$ cat src/sv/pdc_pkg.sv
package pdc_pkg;

    // Framing bytes and CRC polynomial
    localparam logic [7:0]  START_SHORT = 8'h02;
    localparam logic [7:0]  START_LONG  = 8'h03;
    localparam logic [7:0]  STOP_BYTE   = 8'h03;
    localparam logic [15:0] CRC_POLY    = 16'h1021;

    // Frame phase, one-hot
    typedef enum logic [7:0] {
        PH_HUNT    = 8'b0000_0001,
        PH_LEN_ONE = 8'b0000_0010,
        PH_LEN_HI  = 8'b0000_0100,
        PH_LEN_LO  = 8'b0000_1000,
        PH_PAYLOAD = 8'b0001_0000,
        PH_CRC_HI  = 8'b0010_0000,
        PH_CRC_LO  = 8'b0100_0000,
        PH_STOP    = 8'b1000_0000
    } t_phase;

    // Verdict codes
    typedef enum logic [1:0] {
        ST_GOOD     = 2'd0,
        ST_CRC_BAD  = 2'd1,
        ST_STOP_BAD = 2'd2
    } t_status;

    // One result item
    typedef struct packed {
        logic        is_verdict;
        logic [7:0]  payload_byte;
        logic [15:0] payload_index;
        t_status     frame_status;
        logic [15:0] received_check;
        logic [15:0] computed_check;
        logic [15:0] frame_length;
    } t_result;

    // Advance a CRC-16 (MSB first, no reflection) by one byte
    function automatic logic [15:0] crc16_byte(input logic [15:0] crc_in,
                                               input logic [7:0]  data);
        logic [15:0] crc;
        crc = crc_in ^ {data, 8'h00};
        for (int k = 0; k < 8; k++) begin
            if (crc[15]) begin
                crc = {crc[14:0], 1'b0} ^ CRC_POLY;
            end else begin
                crc = {crc[14:0], 1'b0};
            end
        end
        return crc;
    endfunction

endpackage

$ cat src/sv/pdc_if.sv
// Byte input channel
interface pdc_in_if;
    logic       valid;
    logic       ready;
    logic [7:0] rx_byte;
    logic       flush;

    modport source (output valid, output rx_byte, output flush, input ready);
    modport sink   (input valid, input rx_byte, input flush, output ready);
endinterface

// Result channel
interface pdc_out_if;
    logic        valid;
    logic        ready;
    logic        is_verdict;
    logic [7:0]  payload_byte;
    logic [15:0] payload_index;
    logic [1:0]  frame_status;
    logic [15:0] received_check;
    logic [15:0] computed_check;
    logic [15:0] frame_length;

    modport source (output valid, output is_verdict, output payload_byte,
                    output payload_index, output frame_status, output received_check,
                    output computed_check, output frame_length, input ready);
    modport sink   (input valid, input is_verdict, input payload_byte,
                    input payload_index, input frame_status, input received_check,
                    input computed_check, input frame_length, output ready);
endinterface

$ cat src/sv/packet_deframer_crc16.sv
// Channel   Dir  Fields                                           Transfer when
// i_rx      in   rx_byte[7:0] flush                               valid & ready
// o_res     out  is_verdict payload_byte payload_index            valid & ready
//                frame_status received_check computed_check frame_length
//
// One byte per cycle sustained while the output buffer has room: a byte is held
// in the input register while the frame logic and one CRC-16 byte update produce
// its result. Results queue in a two-entry output buffer; a byte passes the input
// register and its result is then written into the buffer before it is offered.
// Reset (synchronous, active low) returns to hunting with all counters and
// checks at zero. A stalled result side holds bytes back only once both
// buffer entries are full.
module packet_deframer_crc16
    import pdc_pkg::*;
(
    input  logic      i_clk,
    input  logic      i_rst_n,
    pdc_in_if.sink    i_rx,
    pdc_out_if.source o_res
);

    logic       r_in_valid;
    logic [7:0] r_in_byte;
    logic       r_in_flush;
    logic       buf_ready;
    logic       fire;
    logic       res_valid;
    t_result    res;

    assign fire       = r_in_valid && buf_ready;
    assign i_rx.ready = !r_in_valid || fire;

    // Input register: take a byte whenever the stage frees up
    always_ff @(posedge i_clk) begin
        if (!i_rst_n) begin
            r_in_valid <= 1'b0;
        end else if (i_rx.ready) begin
            r_in_valid <= i_rx.valid;
        end
    end

    always_ff @(posedge i_clk) begin
        if (i_rx.ready && i_rx.valid) begin
            r_in_byte  <= i_rx.rx_byte;
            r_in_flush <= i_rx.flush;
        end
    end

    pdc_frame u_frame (
        .i_clk       (i_clk),
        .i_rst_n     (i_rst_n),
        .i_fire      (fire),
        .i_byte      (r_in_byte),
        .i_flush     (r_in_flush),
        .o_res_valid (res_valid),
        .o_res       (res)
    );

    pdc_out_buf u_out_buf (
        .i_clk   (i_clk),
        .i_rst_n (i_rst_n),
        .i_push  (res_valid),
        .i_data  (res),
        .o_ready (buf_ready),
        .o_res   (o_res)
    );

endmodule

$ cat src/sv/pdc_frame.sv
module pdc_frame
    import pdc_pkg::*;
(
    input  logic       i_clk,
    input  logic       i_rst_n,
    input  logic       i_fire,
    input  logic [7:0] i_byte,
    input  logic       i_flush,
    output logic       o_res_valid,
    output t_result    o_res
);

    t_phase      r_phase,   n_phase;
    logic [15:0] r_len,     n_len;
    logic [15:0] r_taken,   n_taken;
    logic [15:0] r_crc,     n_crc;
    logic [15:0] r_carried, n_carried;
    logic [15:0] len_lo;

    assign len_lo = {r_len[15:8], i_byte};

    // Work out next frame state and the result for this byte
    always_comb begin
        n_phase     = r_phase;
        n_len       = r_len;
        n_taken     = r_taken;
        n_crc       = r_crc;
        n_carried   = r_carried;
        o_res       = '0;
        o_res_valid = 1'b0;
        if (i_flush) begin
            n_phase   = PH_HUNT;
            n_len     = '0;
            n_taken   = '0;
            n_crc     = '0;
            n_carried = '0;
        end else begin
            case (r_phase)
                PH_HUNT: begin
                    if (i_byte == START_SHORT) begin
                        n_phase = PH_LEN_ONE;
                    end else if (i_byte == START_LONG) begin
                        n_phase = PH_LEN_HI;
                    end
                end
                PH_LEN_ONE: begin
                    n_len   = {8'h00, i_byte};
                    n_taken = '0;
                    n_crc   = '0;
                    n_phase = (i_byte == 8'h00) ? PH_CRC_HI : PH_PAYLOAD;
                end
                PH_LEN_HI: begin
                    n_len   = {i_byte, 8'h00};
                    n_phase = PH_LEN_LO;
                end
                PH_LEN_LO: begin
                    n_len   = len_lo;
                    n_taken = '0;
                    n_crc   = '0;
                    n_phase = (len_lo == 16'h0000) ? PH_CRC_HI : PH_PAYLOAD;
                end
                PH_PAYLOAD: begin
                    o_res_valid         = i_fire;
                    o_res.payload_byte  = i_byte;
                    o_res.payload_index = r_taken;
                    o_res.frame_length  = r_len;
                    n_crc               = crc16_byte(r_crc, i_byte);
                    n_taken             = r_taken + 16'd1;
                    if (n_taken == r_len) begin
                        n_phase = PH_CRC_HI;
                    end
                end
                PH_CRC_HI: begin
                    n_carried = {i_byte, 8'h00};
                    n_phase   = PH_CRC_LO;
                end
                PH_CRC_LO: begin
                    n_carried = {r_carried[15:8], i_byte};
                    n_phase   = PH_STOP;
                end
                PH_STOP: begin
                    o_res_valid          = i_fire;
                    o_res.is_verdict     = 1'b1;
                    o_res.received_check = r_carried;
                    o_res.computed_check = r_crc;
                    o_res.frame_length   = r_len;
                    if (i_byte != STOP_BYTE) begin
                        o_res.frame_status = ST_STOP_BAD;
                    end else if (r_carried != r_crc) begin
                        o_res.frame_status = ST_CRC_BAD;
                    end else begin
                        o_res.frame_status = ST_GOOD;
                    end
                    n_phase   = PH_HUNT;
                    n_len     = '0;
                    n_taken   = '0;
                    n_crc     = '0;
                    n_carried = '0;
                end
                default: begin
                    n_phase   = PH_HUNT;
                    n_len     = '0;
                    n_taken   = '0;
                    n_crc     = '0;
                    n_carried = '0;
                end
            endcase
        end
    end

    // Advance frame state on each processed byte
    always_ff @(posedge i_clk) begin
        if (!i_rst_n) begin
            r_phase   <= PH_HUNT;
            r_len     <= '0;
            r_taken   <= '0;
            r_crc     <= '0;
            r_carried <= '0;
        end else if (i_fire) begin
            r_phase   <= n_phase;
            r_len     <= n_len;
            r_taken   <= n_taken;
            r_crc     <= n_crc;
            r_carried <= n_carried;
        end
    end

endmodule

$ cat src/sv/pdc_out_buf.sv
module pdc_out_buf
    import pdc_pkg::*;
(
    input  logic      i_clk,
    input  logic      i_rst_n,
    input  logic      i_push,
    input  t_result   i_data,
    output logic      o_ready,
    pdc_out_if.source o_res
);

    t_result    r_buf [2];
    logic       r_head,  n_head;
    logic [1:0] r_count, n_count;
    logic       pop;
    logic       tail;
    t_result    head_data;

    assign pop       = (r_count != 2'd0) && o_res.ready;
    assign tail      = r_head ^ r_count[0];
    assign o_ready   = (r_count != 2'd2);
    assign head_data = r_buf[r_head];

    assign n_head  = pop ? ~r_head : r_head;
    assign n_count = r_count + {1'b0, i_push} - {1'b0, pop};

    // Drive the result channel from the head entry
    assign o_res.valid          = (r_count != 2'd0);
    assign o_res.is_verdict     = head_data.is_verdict;
    assign o_res.payload_byte   = head_data.payload_byte;
    assign o_res.payload_index  = head_data.payload_index;
    assign o_res.frame_status   = head_data.frame_status;
    assign o_res.received_check = head_data.received_check;
    assign o_res.computed_check = head_data.computed_check;
    assign o_res.frame_length   = head_data.frame_length;

    // Hold pointers and fill level
    always_ff @(posedge i_clk) begin
        if (!i_rst_n) begin
            r_head  <= 1'b0;
            r_count <= 2'd0;
        end else begin
            r_head  <= n_head;
            r_count <= n_count;
        end
    end

    // Store a new result at the tail
    always_ff @(posedge i_clk) begin
        if (i_push) begin
            r_buf[tail] <= i_data;
        end
    end

endmodule

$ cat src/flat_wrapper.sv
// flat-port wrapper written by rule: the top's interface ports become plain ports
module packet_deframer_crc16_flat import pdc_pkg::*;
  (i_clk, i_rst_n, i_rx_valid, i_rx_rx_byte, i_rx_flush, i_rx_ready, o_res_valid, o_res_is_verdict, o_res_payload_byte, o_res_payload_index, o_res_frame_status, o_res_received_check, o_res_computed_check, o_res_frame_length, o_res_ready);
  pdc_in_if i_rx_i ();
  pdc_out_if o_res_i ();
  input  logic i_clk;
  input  logic i_rst_n;
  input wire logic [$bits(i_rx_i.valid)-1:0] i_rx_valid;
  input wire logic [$bits(i_rx_i.rx_byte)-1:0] i_rx_rx_byte;
  input wire logic [$bits(i_rx_i.flush)-1:0] i_rx_flush;
  output wire logic [$bits(i_rx_i.ready)-1:0] i_rx_ready;
  output wire logic [$bits(o_res_i.valid)-1:0] o_res_valid;
  output wire logic [$bits(o_res_i.is_verdict)-1:0] o_res_is_verdict;
  output wire logic [$bits(o_res_i.payload_byte)-1:0] o_res_payload_byte;
  output wire logic [$bits(o_res_i.payload_index)-1:0] o_res_payload_index;
  output wire logic [$bits(o_res_i.frame_status)-1:0] o_res_frame_status;
  output wire logic [$bits(o_res_i.received_check)-1:0] o_res_received_check;
  output wire logic [$bits(o_res_i.computed_check)-1:0] o_res_computed_check;
  output wire logic [$bits(o_res_i.frame_length)-1:0] o_res_frame_length;
  input wire logic [$bits(o_res_i.ready)-1:0] o_res_ready;
  assign i_rx_i.valid = i_rx_valid;
  assign i_rx_i.rx_byte = i_rx_rx_byte;
  assign i_rx_i.flush = i_rx_flush;
  assign i_rx_ready = i_rx_i.ready;
  assign o_res_valid = o_res_i.valid;
  assign o_res_is_verdict = o_res_i.is_verdict;
  assign o_res_payload_byte = o_res_i.payload_byte;
  assign o_res_payload_index = o_res_i.payload_index;
  assign o_res_frame_status = o_res_i.frame_status;
  assign o_res_received_check = o_res_i.received_check;
  assign o_res_computed_check = o_res_i.computed_check;
  assign o_res_frame_length = o_res_i.frame_length;
  assign o_res_i.ready = o_res_ready;
  packet_deframer_crc16 u_core (.i_clk(i_clk), .i_rst_n(i_rst_n), .i_rx(i_rx_i), .o_res(o_res_i));
endmodule
$ cat config.mk
export PLATFORM = sky130hd
export DESIGN_NAME = packet_deframer_crc16_flat
export DESIGN_NICKNAME = d
export VERILOG_FILES = /design/src/sv/pdc_pkg.sv /design/src/sv/pdc_if.sv /design/src/sv/packet_deframer_crc16.sv /design/src/sv/pdc_frame.sv /design/src/sv/pdc_out_buf.sv /design/src/flat_wrapper.sv
export SDC_FILE = /design/constraint.sdc
export NUM_CORES = 1
export LEC_CHECK = 0
export BUFFER_PORTS_ARGS = -buffer_cell sky130_fd_sc_hd__buf_2
export CORE_AREA = 2 2 137 139
export DETAILED_ROUTE_END_ITERATION = 16
export DIE_AREA = 0 0 139 141
export GPL_TIMING_DRIVEN = 1
export HOLD_SLACK_MARGIN = 0.15
export PLACE_DENSITY = 0.84
export SLEW_MARGIN = 10
export SYNTH_ARGS = -nofsm -noshare
export SYNTH_HDL_FRONTEND = slang
export SYNTH_SLANG_ARGS = --single-unit
$ cat constraint.sdc
create_clock -name i_clk -period 12.3 [get_ports i_clk]
set_input_delay 0.615 -clock i_clk [delete_from_list [all_inputs] [get_ports i_clk]]
set_output_delay 0.615 -clock i_clk [all_outputs]
set_load 0.005 [all_outputs]
* Word level (Yosys, flattened, before mapping)
Memories as Yosys holds them, arrays and structs flattened. A register that Yosys moved wholly into a read port is not among the register bits. Cells that the tools add are included.
Operators by class: multiplexer cells 50, reduce and logical (&&, ||, !) cells 18, bitwise gates (word level) 11, equality and inequality tests 21, add/subtract/negate cells 3
Operators with widths (count):
- $mux 16 | 19
- $mux 13 | 8
- $mux 75 | 1
- $pmux 16 s2 | 2
- $pmux 16 s4 | 1
- $pmux 8 s7 | 1
- $pmux 16 s3 | 1
- $mux 34 | 1
- $mux 8 | 4
- $eq 8x2->1 const B | 3
- $mux 24 | 1
- $not 3->3 | 8
- $add 16x1->16 const B | 1
- $eq 16x16->1 | 1
- $logic_not 16->1 | 1
- $ne 16x16->1 | 1
- $xor 16x16->16 | 1
- $mux 6 | 2
- $ne 2x1->1 const B | 5
- $reduce_and 3->1 | 3
- $eq 8x1->1 const B | 1
- $eq 8x3->1 const B | 1
- $eq 8x4->1 const B | 1
- $eq 8x5->1 const B | 1
- other kinds (22) | 34
Word-level totals: memories kept 1, register bits after elaboration 85, output and inout bits 77, word-level logic and storage cells 116, input port bits 13, RAM bits 150
Memories:
- u_core.u_out_buf.r_buf | words 2, bits a word 75, rd ports 1, clocked after memory_dff 1, wr ports 1, RTL line pdc_out_buf.sv:12 | t_result r_buf [2];

* Longest topological paths before layout
depth in word-level cells 33, gate-level depth with buffers 12, mapped depth without buffers 11

* Cells and area by module
Synthesis repeated with hierarchy kept, for this count alone.
Second synthesis, totals: cell total of the unflattened synthesis 867, area total of the unflattened synthesis 10993.0 um^2
Modules (own cells, without submodules):
- pdc_out_buf | area an instance 5830.6 um^2, cells each 254, instances 1
- pdc_frame | area an instance 4827.1 um^2, cells each 598, instances 1
- packet_deframer_crc16 | area an instance 335.3 um^2, cells each 15, instances 1

* Least setup slack after synthesis
No wires, ideal clock.
path kind register -> register, start point register u_core.u_frame.r_phase[1], end point memory u_core.u_out_buf.r_buf[0][0] in the netlist's numbering (enable), path buffers 0, setup slack 7.104 ns, setup time 0.508 ns, cell stages (with the launch flop) 7, arrival 4.688 ns, data required time 11.792 ns, path through dfxtp_1 -> nor4_2 -> nand4b_1 -> nand2b_1 -> nand2b_1 -> nand2_1 -> nor2_1
On the way: word-level cells in the longest chain between the ends 6, elaborated cells between the ends (all ways) 7
Ends and longest elaborated chain:
- start, declared | RTL line pdc_frame.sv:13 | t_phase r_phase, n_phase;
- start signal, assigned | RTL line pdc_frame.sv:120 | r_phase <= n_phase;
- $eq 8x8->1 / $eq 8x5->1 (equally long branches) | RTL line pdc_frame.sv:38 | case (r_phase)
- $reduce_or 2->1 (no source line) *
- $mux 1 * | RTL line pdc_frame.sv:38
- $mux 1 * | RTL line pdc_frame.sv:31 | if (i_flush) begin
- $mux 1 * | RTL line pdc_out_buf.sv:50 | if (i_push) begin
- $mux 1 (implied by the code) * | RTL line pdc_out_buf.sv:51 | r_buf[tail] <= i_data;
- end, declared | RTL line pdc_out_buf.sv:12
Every way passes the cells marked *; elsewhere a longest branch is shown, timed or not.

* Final worst setup path
start point register u_core.u_frame.r_phase[0], end point memory u_core.u_out_buf.r_buf[0][2] in the netlist's numbering (enable)
Same word-level chain as after synthesis.

==> flow_metrics.env <==
export IMPL_outcome="complete, no violations"
export IMPL_avgSynthCellArea_um2=12.1
export IMPL_rsz0062_at_grt="no"
export IMPL_hp_class="primary input to register"
export IMPL_slowest_delay_ns=0.94
export IMPL_dieWidth_um=139
export IMPL_cp_num_cells=6
export IMPL_synth_edff_count=159
export IMPL_globalplace_congestion=0.930
export IMPL_gr_usage_met3_pct=3.33
export IMPL_clockRootBuffer="clkbuf_16"
export IMPL_crit_family="simple AND/OR/NAND/NOR gates"
export IMPL_hold_viol_final=0
export IMPL_drt_iter0_markers=740
export IMPL_cp_start_kind="register"
export IMPL_fin_worst_skew_ns=0.0149
export IMPL_startpoint="u_core.u_frame.r_phase[0]"
export IMPL_critPathKind="register to register"
export IMPL_r2r_end="u_core.u_out_buf.r_buf[0][2]"
export IMPL_viasPerCell=5.70
export IMPL_ioPinCount=90
export IMPL_grt_util_met2_pct=34.2
export IMPL_path_clk_slew_ns=0.07
export IMPL_num_rows=50
export IMPL_ys_seq_elements=236
export IMPL_track_usage_pct=21.2
export IMPL_timing_rr_start="u_core.u_frame.r_phase[0]"
export IMPL_grt_antenna_before_repair=0
export IMPL_multi_input_area_um2=4100
export IMPL_syn_instance_count=880
export IMPL_drc=0
export IMPL_final_util_pct=65.2
export IMPL_met1_usage_pct=30.1
export IMPL_end_kind="register"
export IMPL_power_density_nw_per_um2=141
export IMPL_port_buffers=89
export IMPL_maxSlewHeadroom_pct=29.9
export IMPL_p_leak_uw=0.00458
export IMPL_die_area_um2=19600
export IMPL_maxCapViolCount=0
export IMPL_fill_cells=1363
export IMPL_clock_sinks=236
export IMPL_endpoint="u_core.u_out_buf.r_buf[0][2]"
export IMPL_switchingPower_uw=375
export IMPL_required_ns=12.42
export IMPL_final_cell_mix="edfxtp_1, buf_2, nand2_1"
export IMPL_overflow=0
export IMPL_die_h_um=141
export IMPL_syn_to_final_growth_pct=12.2
export IMPL_setup_viol=0
export IMPL_ys_seq_area_share_pct=59.5
export IMPL_finalNetCount=964
export IMPL_combPwrFrac_pct=8.2
export IMPL_grt_pass1_vias=6542
export IMPL_n_antenna_cell=0
export IMPL_period_needed_ns=4.37
export IMPL_slowest_stage="and4_1"
export IMPL_post_dp_hpwl_mm=13.9
export IMPL_synth_area_um2=10600
export IMPL_cp_num_buf_inv=1
export IMPL_vias=6824
export IMPL_cts_made_buffers=22
export IMPL_clkPwrFrac_pct=38.8
export IMPL_syn_nets=896
export IMPL_ant_nets=0
export IMPL_synthFlopType="edfxtp_1"
export IMPL_busiest_layer="met2"
export IMPL_r2r_cells=6
export IMPL_r2r_setup_slack_ns=7.93
export IMPL_cp_arrival_ns=4.49
export IMPL_holdBufCountCts=0
export IMPL_clkLatencyLatePin_ns=0.50
export IMPL_core_area_um2=18300
export IMPL_cts_resized=0
export IMPL_synthArstFlopShare_pct=0
export IMPL_switching_share_pct=22.4
export IMPL_wl_per_cell_um=17.6
export IMPL_cts_tree="yes"
export IMPL_clockBufferDepth=3
export IMPL_pwr_share_seq_pct=53.0
export IMPL_seqCellArea_um2=6320
export IMPL_final_common_cell="edfxtp_1"
export IMPL_cts_max_level=1
export IMPL_wirelength_mm=21.0
export IMPL_hold_slack_ns=0.282
export IMPL_drv_slew=0
export IMPL_fmax_ghz=0.229
export IMPL_drive_gt1_share_pct=22.6
export IMPL_grt_pass1_wl_mm=33.7
export IMPL_p_int_uw=1300
export IMPL_tns_ns=0
export IMPL_crit_fanout=47
export IMPL_yosys_warnings=0
export IMPL_initial_core_util_pct=58.1
export IMPL_worst_pin_slew_ns=1.05
export IMPL_period_share_pct=35.5
export IMPL_cts_setup_buffers=0
export IMPL_dr_pass1_iters=5
export IMPL_grt_max_degree=81
export IMPL_synthDistinctLibCells=53
export IMPL_peakVddDrop_uv=78.6
export IMPL_worstPathCellList="nor4_1 > and4_1 > nand2b_1 > nand2_1 > nor2_4 > buf_4"
## per-stage QoR
step           worst slack [ns]  instances  total power [uW]  cell area, um2
2_1_floorplan              7.10        880               992           10600
3_3_place_gp               8.08       1158              1040           11200
3_5_place_dp               7.93       1158              1040           11200
4_1_cts                    7.92       1198              1690           11900
5_1_grt                    7.52       1198              1730           11900
6_report                   7.93       1198              1670           11900
## logic make-up after synthesis
family | synth area share, %
AOI/OAI and AO/OA | 6.79
and+or+nand+nor | 16.3
adders and majority gates | 0.354
muxes | 9.61
xor gates and xnor gates | 5.45
DFF | 59.5
buffers and inverters | 2.02
## sequential cells by signal, indices dropped and copies added, names as in the netlist, named ones only
name and flops:
u_core.u_out_buf.r_head 1, u_core.u_out_buf.r_count 2, u_core.u_frame.r_crc 16, u_core.u_frame.r_len 16, u_core.u_frame.r_phase 8, u_core.u_frame.r_carried 16
u_core.r_in_flush 1, u_core.u_frame.r_taken 16, u_core.u_out_buf.r_buf 150, u_core.r_in_valid 1, u_core.r_in_byte 8
## power by group through the flow
stage | logic, uW | registers (uW) | clock network (uW)
after global placement | 135 | 904 | 0
after floorplan | 125 | 867 | 0
after global routing | 149 | 891 | 689
after CTS | 139 | 888 | 660
after detailed placement | 137 | 904 | 0
final | 137 | 887 | 650
## synthesized netlist by cell type (all sizes together) (10+ instances only)
cell type  number  share of area, %
a21boi         48               3.4
a21oi          11              0.52
and2           81               4.8
clkbuf         43               1.5
dfxtp          77                15
edfxtp        159                45
mux2           76               8.1
mux2i          16               1.5
nand2          86               3.0
nand3          30               1.5
nand4          13              0.77
nor2           39               1.4
nor2b          21               1.2
nor3           12              0.57
o21ai          21               1.0
or3            10              0.59
xnor2          42               3.5
xor2           24               2.0
## worst register-to-register path, stage by stage, from the launching register on
cell      delay [ns]
dfxtp_1         0.35
nor4_1          0.47
and4_1          0.94
nand2b_1        0.58
nand2_1         0.23
nor2_4          0.70
buf_4           0.65
## worst min-delay path by stage
stage          depth (start not counted)                          end                        start  slack [ns]
6_report                               1            u_core.r_in_flush                   i_rx_flush        0.28
5_1_grt                                1          u_core.r_in_byte[4]              i_rx_rx_byte[4]        0.28
4_1_cts                                1            u_core.r_in_flush                   i_rx_flush        0.27
3_5_place_dp                           2  u_core.u_frame.r_carried[5]  u_core.u_frame.r_carried[5]        0.50
3_3_place_gp                           2  u_core.u_frame.r_carried[0]  u_core.u_frame.r_carried[0]        0.48
2_1_floorplan                          2  u_core.u_frame.r_carried[0]  u_core.u_frame.r_carried[0]        0.46
## layout make-up
cell class	count	share of cell area, %
tap	234	2.46
timing repair buffer	92	3.93
clock inverter	8	0.389
inverter	6	0.189
sequential	236	53.1
clock buffer	32	5.57
multi-input combinational	590	34.4
## layer usage
metal,part of all wire [%],up-vias
met5,0,-
met4,2.1,0
met3,7.5,42
met2,46,268
met1,45,3233
li1,-,3281
Note: power is estimated with default switching activity, not from simulation.
